## config.mk

```make
export PLATFORM = sky130hd
export DESIGN_NAME = bns_divider
export DESIGN_NICKNAME = d
export VERILOG_FILES = /design/src/hdl/bns_pkg.sv /design/src/hdl/bns_divider.sv
export SDC_FILE = /design/constraint.sdc
export NUM_CORES = 1
export LEC_CHECK = 0
export ABC_AREA = 1
export BUFFER_PORTS_ARGS = -buffer_cell sky130_fd_sc_hd__buf_2
export CAP_MARGIN = 20
export CORE_UTILIZATION = 50
export CTS_BUF_LIST = sky130_fd_sc_hd__clkbuf_2
export CTS_CLUSTER_DIAMETER = 100
export DETAILED_ROUTE_END_ITERATION = 10
export HOLD_SLACK_MARGIN = 0.06
export PLACE_DENSITY = 0.86
export SYNTH_ARGS = -nofsm -noshare
export SYNTH_HDL_FRONTEND = slang
export SYNTH_SLANG_ARGS = --single-unit
export TNS_END_PERCENT = 5
```

## constraint.sdc

```tcl
create_clock -name clk -period 2.2 [get_ports clk]
set_input_delay 0.22 -clock clk [delete_from_list [all_inputs] [get_ports clk]]
set_output_delay 0.22 -clock clk [all_outputs]
set_load 0.02 [all_outputs]
```

## src/hdl/bns_pkg.sv

```systemverilog
`default_nettype none
package bns_pkg;
  localparam int TILE_SIZE_DEF = 64;
  localparam logic [1:0] MODE_BRAILLE = 2'd0;
  localparam logic [1:0] MODE_OCTANT  = 2'd1;
  localparam logic [1:0] MODE_CELL    = 2'd2;
  localparam logic [13:0] GLYPH_SPACE = 14'h0020;
  localparam logic [13:0] GLYPH_DOT1  = 14'h00B7;
  localparam logic [13:0] GLYPH_DOT2  = 14'h2219;
  localparam logic [13:0] GLYPH_DOT3  = 14'h2022;
  localparam logic [13:0] GLYPH_DOT4  = 14'h25CF;
  localparam logic [13:0] GLYPH_BRAILLE = 14'h2800;

  typedef enum logic [1:0] {
    ST_IDLE,
    ST_LOOK,
    ST_DIV,
    ST_OUT
  } state_t;

  typedef struct packed {
    logic [15:0] shade;
    logic [23:0] rgb;
    logic [2:0]  idx;
    logic        by_cell;
  } look_t;

  function automatic logic [7:0] braille_bit(input logic [2:0] i);
    logic [7:0] r;
    unique case (i)
      3'd0: r = 8'h01;
      3'd1: r = 8'h08;
      3'd2: r = 8'h02;
      3'd3: r = 8'h10;
      3'd4: r = 8'h04;
      3'd5: r = 8'h20;
      3'd6: r = 8'h40;
      default: r = 8'h80;
    endcase
    return r;
  endfunction

  function automatic logic [15:0] shade_of(input logic [23:0] rgb);
    logic [24:0] s;
    logic [41:0] q;
    logic [16:0] l;
    logic [24:0] rem;
    s = 25'(rgb[23:16]) * 25'd13933 + 25'(rgb[15:8]) * 25'd46871 +
        25'(rgb[7:0]) * 25'd4731;
    q = 42'(s) * 42'd65793;
    l = 17'(q >> 24);
    rem = s - 25'(l) * 25'd255;
    if (rem >= 25'd255) l = l + 17'd1;
    return 16'(17'd65535 - l);
  endfunction
endpackage
`default_nettype wire

```

## src/hdl/bns_divider.sv

```systemverilog
`default_nettype none
module bns_divider
  import bns_pkg::*;
(
  input  wire logic        clk,
  input  wire logic        rst,
  input  wire logic        start,
  input  wire logic [10:0] num,
  input  wire logic [3:0]  den,
  output logic             done,
  output logic [7:0]       quo
);
  logic [10:0] q;
  logic [3:0]  r;
  logic [3:0]  cnt;
  logic        busy;
  logic [4:0]  t;
  assign t = {r, q[10]};
  always_ff @(posedge clk) begin
    if (rst) begin
      busy <= 1'b0;
      done <= 1'b0;
    end else begin
      done <= 1'b0;
      if (start) begin
        busy <= 1'b1;
        q <= num;
        r <= '0;
        cnt <= 4'd0;
      end else if (busy) begin
        if (t >= {1'b0, den}) begin
          r <= 4'(t - {1'b0, den});
          q <= {q[9:0], 1'b1};
        end else begin
          r <= t[3:0];
          q <= {q[9:0], 1'b0};
        end
        cnt <= cnt + 4'd1;
        if (cnt == 4'd10) begin
          busy <= 1'b0;
          done <= 1'b1;
        end
      end
    end
  end
  assign quo = q[7:0];
endmodule
`default_nettype wire

```

==> run_results.csv, run 1 <==
group,metric,value,unit
synth,yosysWarnings,0,
detailed_routing,drtIter0Drc,28,
setup_path,cpPeakStageDelay,0.45,ns
synth,synth_nets,146,
sta,finalCriticalPeriod,1.60,ns
setup_path,crit_type,"flop to flop",
setup_path,cp_common_cell,"nand2_1",
synth,synth_top_area_frac,0.497,
cts,cts_root_buf,"clkbuf_2",
outcome,status,"complete, no violations",
sta,tightestPinTransition,0.462,ns
cts,clock_path_buffers,2,
detailed_routing,wirelength,2040,um
power,peakVddDrop,0.379,mV
finish,syn2layout_area_growth,12.4,%
sta,whs,0.141,ns
sta,fin_skew,0.000789,ns
global_routing,grt.overflow.total,0,
setup_path,slowest_stage,"edfxtp_1",
sta,drv_slew,0,
synth,synth.yosys.seq_area_share,0.532,
detailed_routing,antenna_left,0,
synth,synth.cell_area,0.00115,sq mm
sta,rsz0062_at_grt,"false",
setup_path,crit_path_start_kind,"flop",
min_path,hold_class,"primary input to flop",
setup_path,cp-end-kind,"flop",
setup_path,required,2.32,ns
global_routing,grt_pass1_vias,829,
setup_path,crit_fanout,8,
sta,relSlewSlack,0.692,
synth,netlist-cell-type-count,23,
finish,nFillCells,166,
floorplan,initial_utilization,0.557,
floorplan,die-area,0.00249,sq mm
synth,ys_ff_latch,21,
finish,finalNetCount,168,
cts,clkTransAtPathRegs,0.20,ns
sta,setup-tns-final,0,ns
detailed_routing,drt_first_pass_iters,4,
placed_design,port_buffers,26,
cts,cts_buffers,3,
detailed_routing,vias,834,
finish,drive_above_1_share,0.282,
detailed_routing,drc,0,
cts,cts_tree,"built",
finish,num_antenna_cells,0,
placed_design,routabilityCongestion,0.842,
power,power_density,640,mW/mm^2
detailed_routing,viasPerCell,4.93,
floorplan,core.rowCount,16,
sta,finalCritPeriodShare,0.725,
global_routing,grt_first_pass_wirelength,3490,um
floorplan,core-area,0.00206,sq mm
global_routing,track_usage,0.189,
setup_path,crit_arrival,1.72,ns
floorplan,die_y,49.9,um
setup_path,crit_chain,"ha_1 > a21oi_2 > nand2_1 > nand2_2 > nand3_1 > nand2_1 > nor2_1",
global_routing,antenna_found_initial,0,
synth,syn_avg_cell_area,9.49,sq um
cts,h-tree-depth,1,
floorplan,pin_count,27,
power,power,0.826,mW
cts,clkLatencyLatePin,0.33,ns
floorplan,fp.dieW,49.9,um
power,p_leak,0.617,nW
sta,setup_viol,0,
sta,timing.fmax,627,MHz
cts,clock_sinks,21,
global_routing,grt_max_degree,18,
run,maxCapViolations,0,
sta,hold_viol,0,
placed_design,dpl.hpwl,1500,um
synth,synth_area_leaders,"edfxtp_1 (50%), nand2_1 (12%), ha_1 (6.5%)",
synth,syn_inst,121,
detailed_routing,wire_per_inst,12.1,um
synth,synth_top_cell_by_area,"edfxtp_1",
[power breakdown]
group,switching [mW],internal (mW)
clock network,0.124,0.0412
logic,0.105,0.0698
registers,0.0145,0.472
[timing repair]
action,in CTS,in global routing
hold buffers,1,0
buffers inserted,0,0
endpoints found under the hold margin,1,0
endpoints found under the setup margin,0,0
resized for setup,0,0
[layout by cell type, fill, tap and decap left out, drive strengths merged, types with 2 or more instances in the layout]
cell	Yosys	final
edfxtp	19	19
nand3	7	7
nand2	40	40
clkbuf	0	3
a21boi	2	2
nor2	10	10
ha	6	6
buf	11	27
o21ai	2	2
inv	12	12
a21oi	4	4
dfxtp	2	2
[cell usage after synthesis]
library cell	n
a21boi_1	2
a21oi_1	3
a21oi_2	1
a31oi_1	1
buf_2	3
buf_4	8
dfxtp_1	2
edfxtp_1	19
fa_1	1
ha_1	6
inv_1	9
inv_2	2
inv_4	1
nand2_1	37
nand2_2	3
nand3_1	7
nor2_1	10
nor4_1	1
o21a_1	1
o21ai_1	1
o21ai_2	1
xnor2_1	1
xor2_1	1
[metal layers]
metal  routed length, um  vias up  part of all wire  track usage
met5                   0        -                 0            0
met4                  41        0             0.020       0.0905
met3                  74        6             0.036       0.0278
met2                1000       29              0.49        0.331
met1                 923      372              0.45        0.223
li1                    -      427                 -            -
[critical path: cells and delay by family, from the launching register on]
kind	cells	cell delay, ns
flops	1	0.45
fa+ha+maj	1	0.35
simple gates	5	0.43
compound gates	1	0.15
[cell families (layout without fill, tap and decap cells)]
kind of cell	count (synthesis)	in the layout	share of synthesized area
and+or+nand+nor	58	58	0.206
buffers and inverters	23	44	0.107
DFF	21	21	0.532
AOI/OAI and AO/OA	10	10	0.0577
adders and majority gates	7	7	0.0828
xor gates and xnor gates	2	2	0.0153
[layout make-up]
| type | count | area (sq um) | area share |
|---|---|---|---|
| Clock buffer | 3 | 15.0 | 0.0116 |
| Clock inverter | 1 | 5.00 | 0.00388 |
| Inverter | 12 | 47.5 | 0.0368 |
| Multi-Input combinational cell | 77 | 419 | 0.325 |
| Sequential cell | 21 | 611 | 0.473 |
| Tap cell | 27 | 33.8 | 0.0262 |
| Timing Repair Buffer | 28 | 160 | 0.124 |
[state kept, by name (all words and copies together) (netlist names)]
register	count
cnt	4
q	11
done	1
busy	1
r	4
[through the flow]
step           utilization  cell area, sq um  setup slack, ns  std cells
2_1_floorplan            -              1150            0.347        121
3_3_place_gp         0.612              1260            0.643        164
3_5_place_dp         0.612              1260            0.589        164
4_1_cts              0.626              1290            0.582        169
5_1_grt              0.626              1290            0.462        169
6_report             0.626              1290            0.604        169
[final timing paths]
kind	cells after the start	to	slack, ns	startpoint
min reg2reg	2	done	0.47	busy
max reg2reg	7	r[0]	0.60	r[1]
max	7	r[0]	0.60	r[1]
min	3	q[8]	0.14	num[8]
Note: power is estimated with default switching activity, not from simulation.
==> inputs of run 2 (changes only) <==
- clock period: 2.2 -> 1.6 ns (I/O delays scaled with it)
==> run_results.csv, run 2 (synthesized netlist as in run 1, its figures left out) <==
group,metric,value,unit
setup_path,r2r_start,"r[2]",
setup_path,crit_end,"r[2]",
cts,clkLatencyLatePin,0.31,ns
setup_path,cp-end-kind,"flop",
power,peakVddDrop,0.464,mV
placed_design,routabilityCongestion,0.821,
floorplan,pin_count,27,
cts,cts_buffers,3,
finish,drive_above_1_share,0.349,
min_path,hold_depth,3,
setup_path,crit_type,"flop to flop",
finish,largest_register,"q",
global_routing,grt.overflow.total,0,
finish,num_antenna_cells,0,
sta,finalCritPeriodShare,0.955,
global_routing,track_usage,0.184,
detailed_routing,drtIter0Drc,24,
sta,relSlewSlack,0.821,
floorplan,core.rowCount,16,
cts,clkTransAtPathRegs,0.20,ns
cts,h-tree-depth,1,
floorplan,die-area,0.00249,sq mm
placed_design,dpl.hpwl,1540,um
finish,nFillCells,171,
detailed_routing,wirelength,2040,um
power,p_int,0.827,mW
detailed_routing,drt_first_pass_iters,4,
floorplan,die_y,49.9,um
setup_path,crit_fanout,7,
sta,fin_skew,0.00889,ns
cts,clock_path_buffers,2,
min_path,hold_class,"primary input to flop",
power,combPwrFrac,0.240,
detailed_routing,wire_per_inst,11.8,um
finish,reg.largest.list,"q (11), cnt (4), r (4)",
global_routing,antenna_found_initial,0,
sta,whs,0.0963,ns
power,p_sw_frac,0.291,
placed_design,place_inst,165,
power,power_density,856,mW/mm^2
floorplan,core-area,0.00206,sq mm
sta,hold_viol,0,
sta,timing.fmax,655,MHz
placed_design,port_buffers,26,
power,clockPowerShare,0.186,
cts,cts_root_buf,"clkbuf_2",
setup_path,rr_endpoint,"r[2]",
detailed_routing,vias,845,
placed_design,dp_slack,0.00418,ns
setup_path,crit_path_start_kind,"flop",
global_routing,grt_max_degree,21,
power,p_seq_frac,0.574,
sta,drv_slew,0,
setup_path,setup.worst_path.start,"r[2]",
setup_path,r2r_cells,8,
sta,fin_ws,0.0727,ns
detailed_routing,drc,0,
setup_path,crit_arrival,1.63,ns
cts,cts_tree,"built",
sta,rsz0062_at_grt,"true",
global_routing,grt_first_pass_wirelength,3500,um
detailed_routing,viasPerCell,4.88,
floorplan,fp.dieW,49.9,um
finish,finalNetCount,172,
cts,clock_sinks,21,
sta,tightestPinTransition,0.266,ns
setup_path,r2r_slack,0.07,ns
sta,setup_viol,0,
global_routing,grt_pass1_vias,803,
power,p_switching,0.339,mW
finish,fin_cells,173,
finish,largest_reg_flops,11,
finish,syn2layout_area_growth,18.5,%
setup_path,required,1.70,ns
run,maxCapViolations,0,
finish,final_cell_mix,"nand2_1 (35), buf_2 (26), edfxtp_1 (19)",
detailed_routing,antenna_left,0,
sta,finalCriticalPeriod,1.53,ns
power,p_leak,0.639,nW
outcome,status,"complete, no violations",
floorplan,initial_utilization,0.557,
power,power,1.17,mW
finish,final_common_cell,"nand2_1",
-- run 2: power groups by stage --
stage / clock network (mW) / registers, mW / logic [mW]
after floorplan: 0 / 0.675 / 0.187
after global placement: 0 / 0.678 / 0.225
after detailed placement: 0 / 0.680 / 0.240
after CTS: 0.218 / 0.669 / 0.247
after global routing: 0.241 / 0.675 / 0.310
final: 0.216 / 0.669 / 0.280
-- run 2: routing by layer --
metal	vias up	GRT usage	wire (um)
li1	439	-	-
met1	390	0.225	898
met2	16	0.336	1080
met3	0	0.0370	61
met4	0	0.0286	0
met5	-	0	0
-- run 2: cell type report --
cell class	instances	area [sq um]	share of cell area
Tap cell	27	33.8	0.0248
Clock buffer	3	15.0	0.0110
Inverter	12	47.5	0.0349
Timing Repair Buffer	32	178	0.131
Clock inverter	1	5.00	0.00368
Sequential cell	21	611	0.449
Multi-Input combinational cell	77	472	0.347
-- run 2: stage by stage --
step	area, sq um	utilization	setup TNS (ns)
floorplan	1150	-	0
global placement	1260	0.609	0
detailed placement	1260	0.609	0
CTS	1300	0.630	0
global route	1360	0.660	-0.0104
finish	1360	0.660	0
-- run 2: worst min-delay path by stage --
stage | start | endpoint | slack (ns)
after CTS | num[2] | q[2] | 0.09
final | num[7] | q[7] | 0.1
after global placement | rst | done | 0.36
after global routing | num[7] | q[7] | 0.08
after floorplan | rst | done | 0.24
after detailed placement | rst | done | 0.37
-- run 2: what timing repair did --
| item | 4_1_cts | 5_1_grt |
|---|---|---|
| hold buffers | 1 | 0 |
| gates resized for setup | 1 | 8 |
| endpoints found under the setup margin | 2 | 3 |
| endpoints found under the hold margin | 1 | 0 |
| cloned | 0 | 0 |
| setup buffers | 0 | 3 |
| pin swaps | 0 | 7 |
-- run 2: critical path, cell delays in order (launching register included) --
cell      delay, ns
edfxtp_1       0.47
ha_4           0.32
nand2_2        0.06
o21ai_2        0.16
inv_2          0.09
nand2_2        0.08
nand2_1        0.05
nand2_1        0.05
nor2_1         0.04
==> inputs of run 3 (changes only) <==
- CORE_UTILIZATION: 50 -> 40
- PLACE_DENSITY: 0.86 -> 0.73
==> run_results.csv, run 3 (synthesized netlist as in run 1, its figures left out) <==
group,metric,value,unit
detailed_routing,antenna_left,0,
finish,nFillCells,250,
sta,whs,0.0701,ns
global_routing,grt.overflow.total,0,
finish,final_common_cell,"nand2_1",
detailed_routing,drc,0,
detailed_routing,drtIter0Drc,18,
power,power,1.20,mW
setup_path,cp-end-kind,"flop",
finish,final_cell_mix,"nand2_1 (35), buf_2 (26), edfxtp_1 (19)",
finish,largest_register,"q",
sta,timing.fmax,646,MHz
sta,rsz0062_at_grt,"true",
placed_design,routabilityCongestion,0.810,
setup_path,cpPeakStageDelay,0.49,ns
cts,clkLatencyLatePin,0.34,ns
sta,drv_slew,0,
floorplan,die_y,55.6,um
global_routing,grt_max_degree,21,
sta,setup_viol,0,
setup_path,crit_fanout,8,
setup_path,slowest_stage,"edfxtp_1",
finish,syn2layout_area_growth,22.9,%
placed_design,place_inst,170,
detailed_routing,wirelength,2180,um
power,p_leak,0.659,nW
sta,finalCriticalPeriod,1.55,ns
finish,reg.largest.list,"q (11), cnt (4), r (4)",
detailed_routing,drt_first_pass_iters,4,
floorplan,core-area,0.00273,sq mm
sta,setup-tns-final,0,ns
floorplan,fp.dieW,55.6,um
outcome,status,"complete, no violations",
sta,hold_viol,0,
power,peakVddDrop,0.599,mV
floorplan,pin_count,27,
setup_path,crit_path_start_kind,"flop",
global_routing,track_usage,0.146,
floorplan,core.rowCount,19,
finish,largest_reg_flops,11,
global_routing,antenna_found_initial,0,
min_path,hold_class,"primary input to flop",
placed_design,port_buffers,26,
placed_design,dpl.hpwl,1530,um
finish,drive_above_1_share,0.349,
setup_path,crit_arrival,1.75,ns
cts,cts_buffers,3,
cts,cts_tree,"built",
finish,num_antenna_cells,0,
setup_path,crit_chain,"ha_4 > a21oi_4 > nand2_2 > nand2_4 > nand3_1 > a21oi_1",
sta,fin_skew,0.0311,ns
run,maxCapViolations,0,
cts,h-tree-depth,1,
floorplan,die-area,0.00309,sq mm
global_routing,grt_first_pass_wirelength,3510,um
global_routing,grt_pass1_vias,797,
cts,cts_root_buf,"clkbuf_2",
finish,finalNetCount,175,
setup_path,crit_type,"flop to flop",
finish,fin_cells,180,
sta,tightestPinTransition,0.210,ns
power,power_density,849,mW/mm^2
detailed_routing,vias,865,
sta,finalCritPeriodShare,0.968,
cts,clkTransAtPathRegs,0.22,ns
detailed_routing,viasPerCell,4.81,
cts,clock_sinks,21,
setup_path,required,1.80,ns
cts,clock_path_buffers,2,
floorplan,initial_utilization,0.420,
detailed_routing,wire_per_inst,12.1,um
sta,relSlewSlack,0.859,
run 3: changes by cell type in the layout (fill, tap and decap cells not counted), sizes merged:
| cell | previous run | this run |
|---|---|---|
| clkinv | 1 | 0 |
| clkbuf | 3 | 4 |
| buf | 31 | 33 |
| dlygate4sd3 | 1 | 2 |
run 3: where the power goes:
group	switching, mW	total, mW	leakage (nW)	internal [mW]
clock network	0.164	0.230	0.0166	0.0662
logic	0.165	0.297	0.442	0.133
registers	0.0230	0.672	0.200	0.649
total	0.352	1.20	0.659	0.847
run 3: critical path, delay by kind of cell (launching register included):
kind,cells,cell delay [ns]
AO/OA/AOI/OAI,2,0.33
AND/OR/NAND/NOR,3,0.29
adder cells (fa/ha/maj),1,0.30
flip-flops,1,0.49
run 3: routing by layer:
metal  wire length [um]  GRT usage
met5                  0          0
met4                  0     0.0214
met3                 81     0.0512
met2               1160      0.246
met1                935      0.186
run 3: per-stage QoR:
step | setup slack [ns] | instance area (sq um) | util
2_1_floorplan | 0.132 | 1150 | -
3_3_place_gp | 0.0900 | 1280 | 0.469
3_5_place_dp | 0.0170 | 1280 | 0.469
4_1_cts | 0.0327 | 1320 | 0.484
5_1_grt | -0.0172 | 1410 | 0.516
6_report | 0.0516 | 1410 | 0.516
run 3: timing repair:
| action | in CTS | in global routing |
|---|---|---|
| hold buffers | 1 | 1 |
| endpoints found under the hold margin | 1 | 1 |
| endpoints found under the setup margin | 1 | 4 |
| setup buffers | 0 | 4 |
| pin swaps | 0 | 8 |
| gates resized for setup | 1 | 7 |
run 3: final cells by class:
| type | count | area [sq um] | share of cell area |
|---|---|---|---|
| sequential | 21 | 611 | 0.433 |
| multi-input combinational | 77 | 479 | 0.340 |
| timing repair buffer | 35 | 215 | 0.152 |
| inverter | 12 | 47.5 | 0.0337 |
| tap | 31 | 38.8 | 0.0275 |
| clock buffer | 4 | 20.0 | 0.0142 |
run 3: final timing paths:
check / from / slack [ns] / cells after the start / end
worst max register to register: r[1] / 0.05 / 6 / r[3]
worst min-delay path: num[1] / 0.07 / 3 / q[1]
worst min register to register: busy / 0.47 / 2 / done
worst max-delay path: r[1] / 0.05 / 6 / r[3]
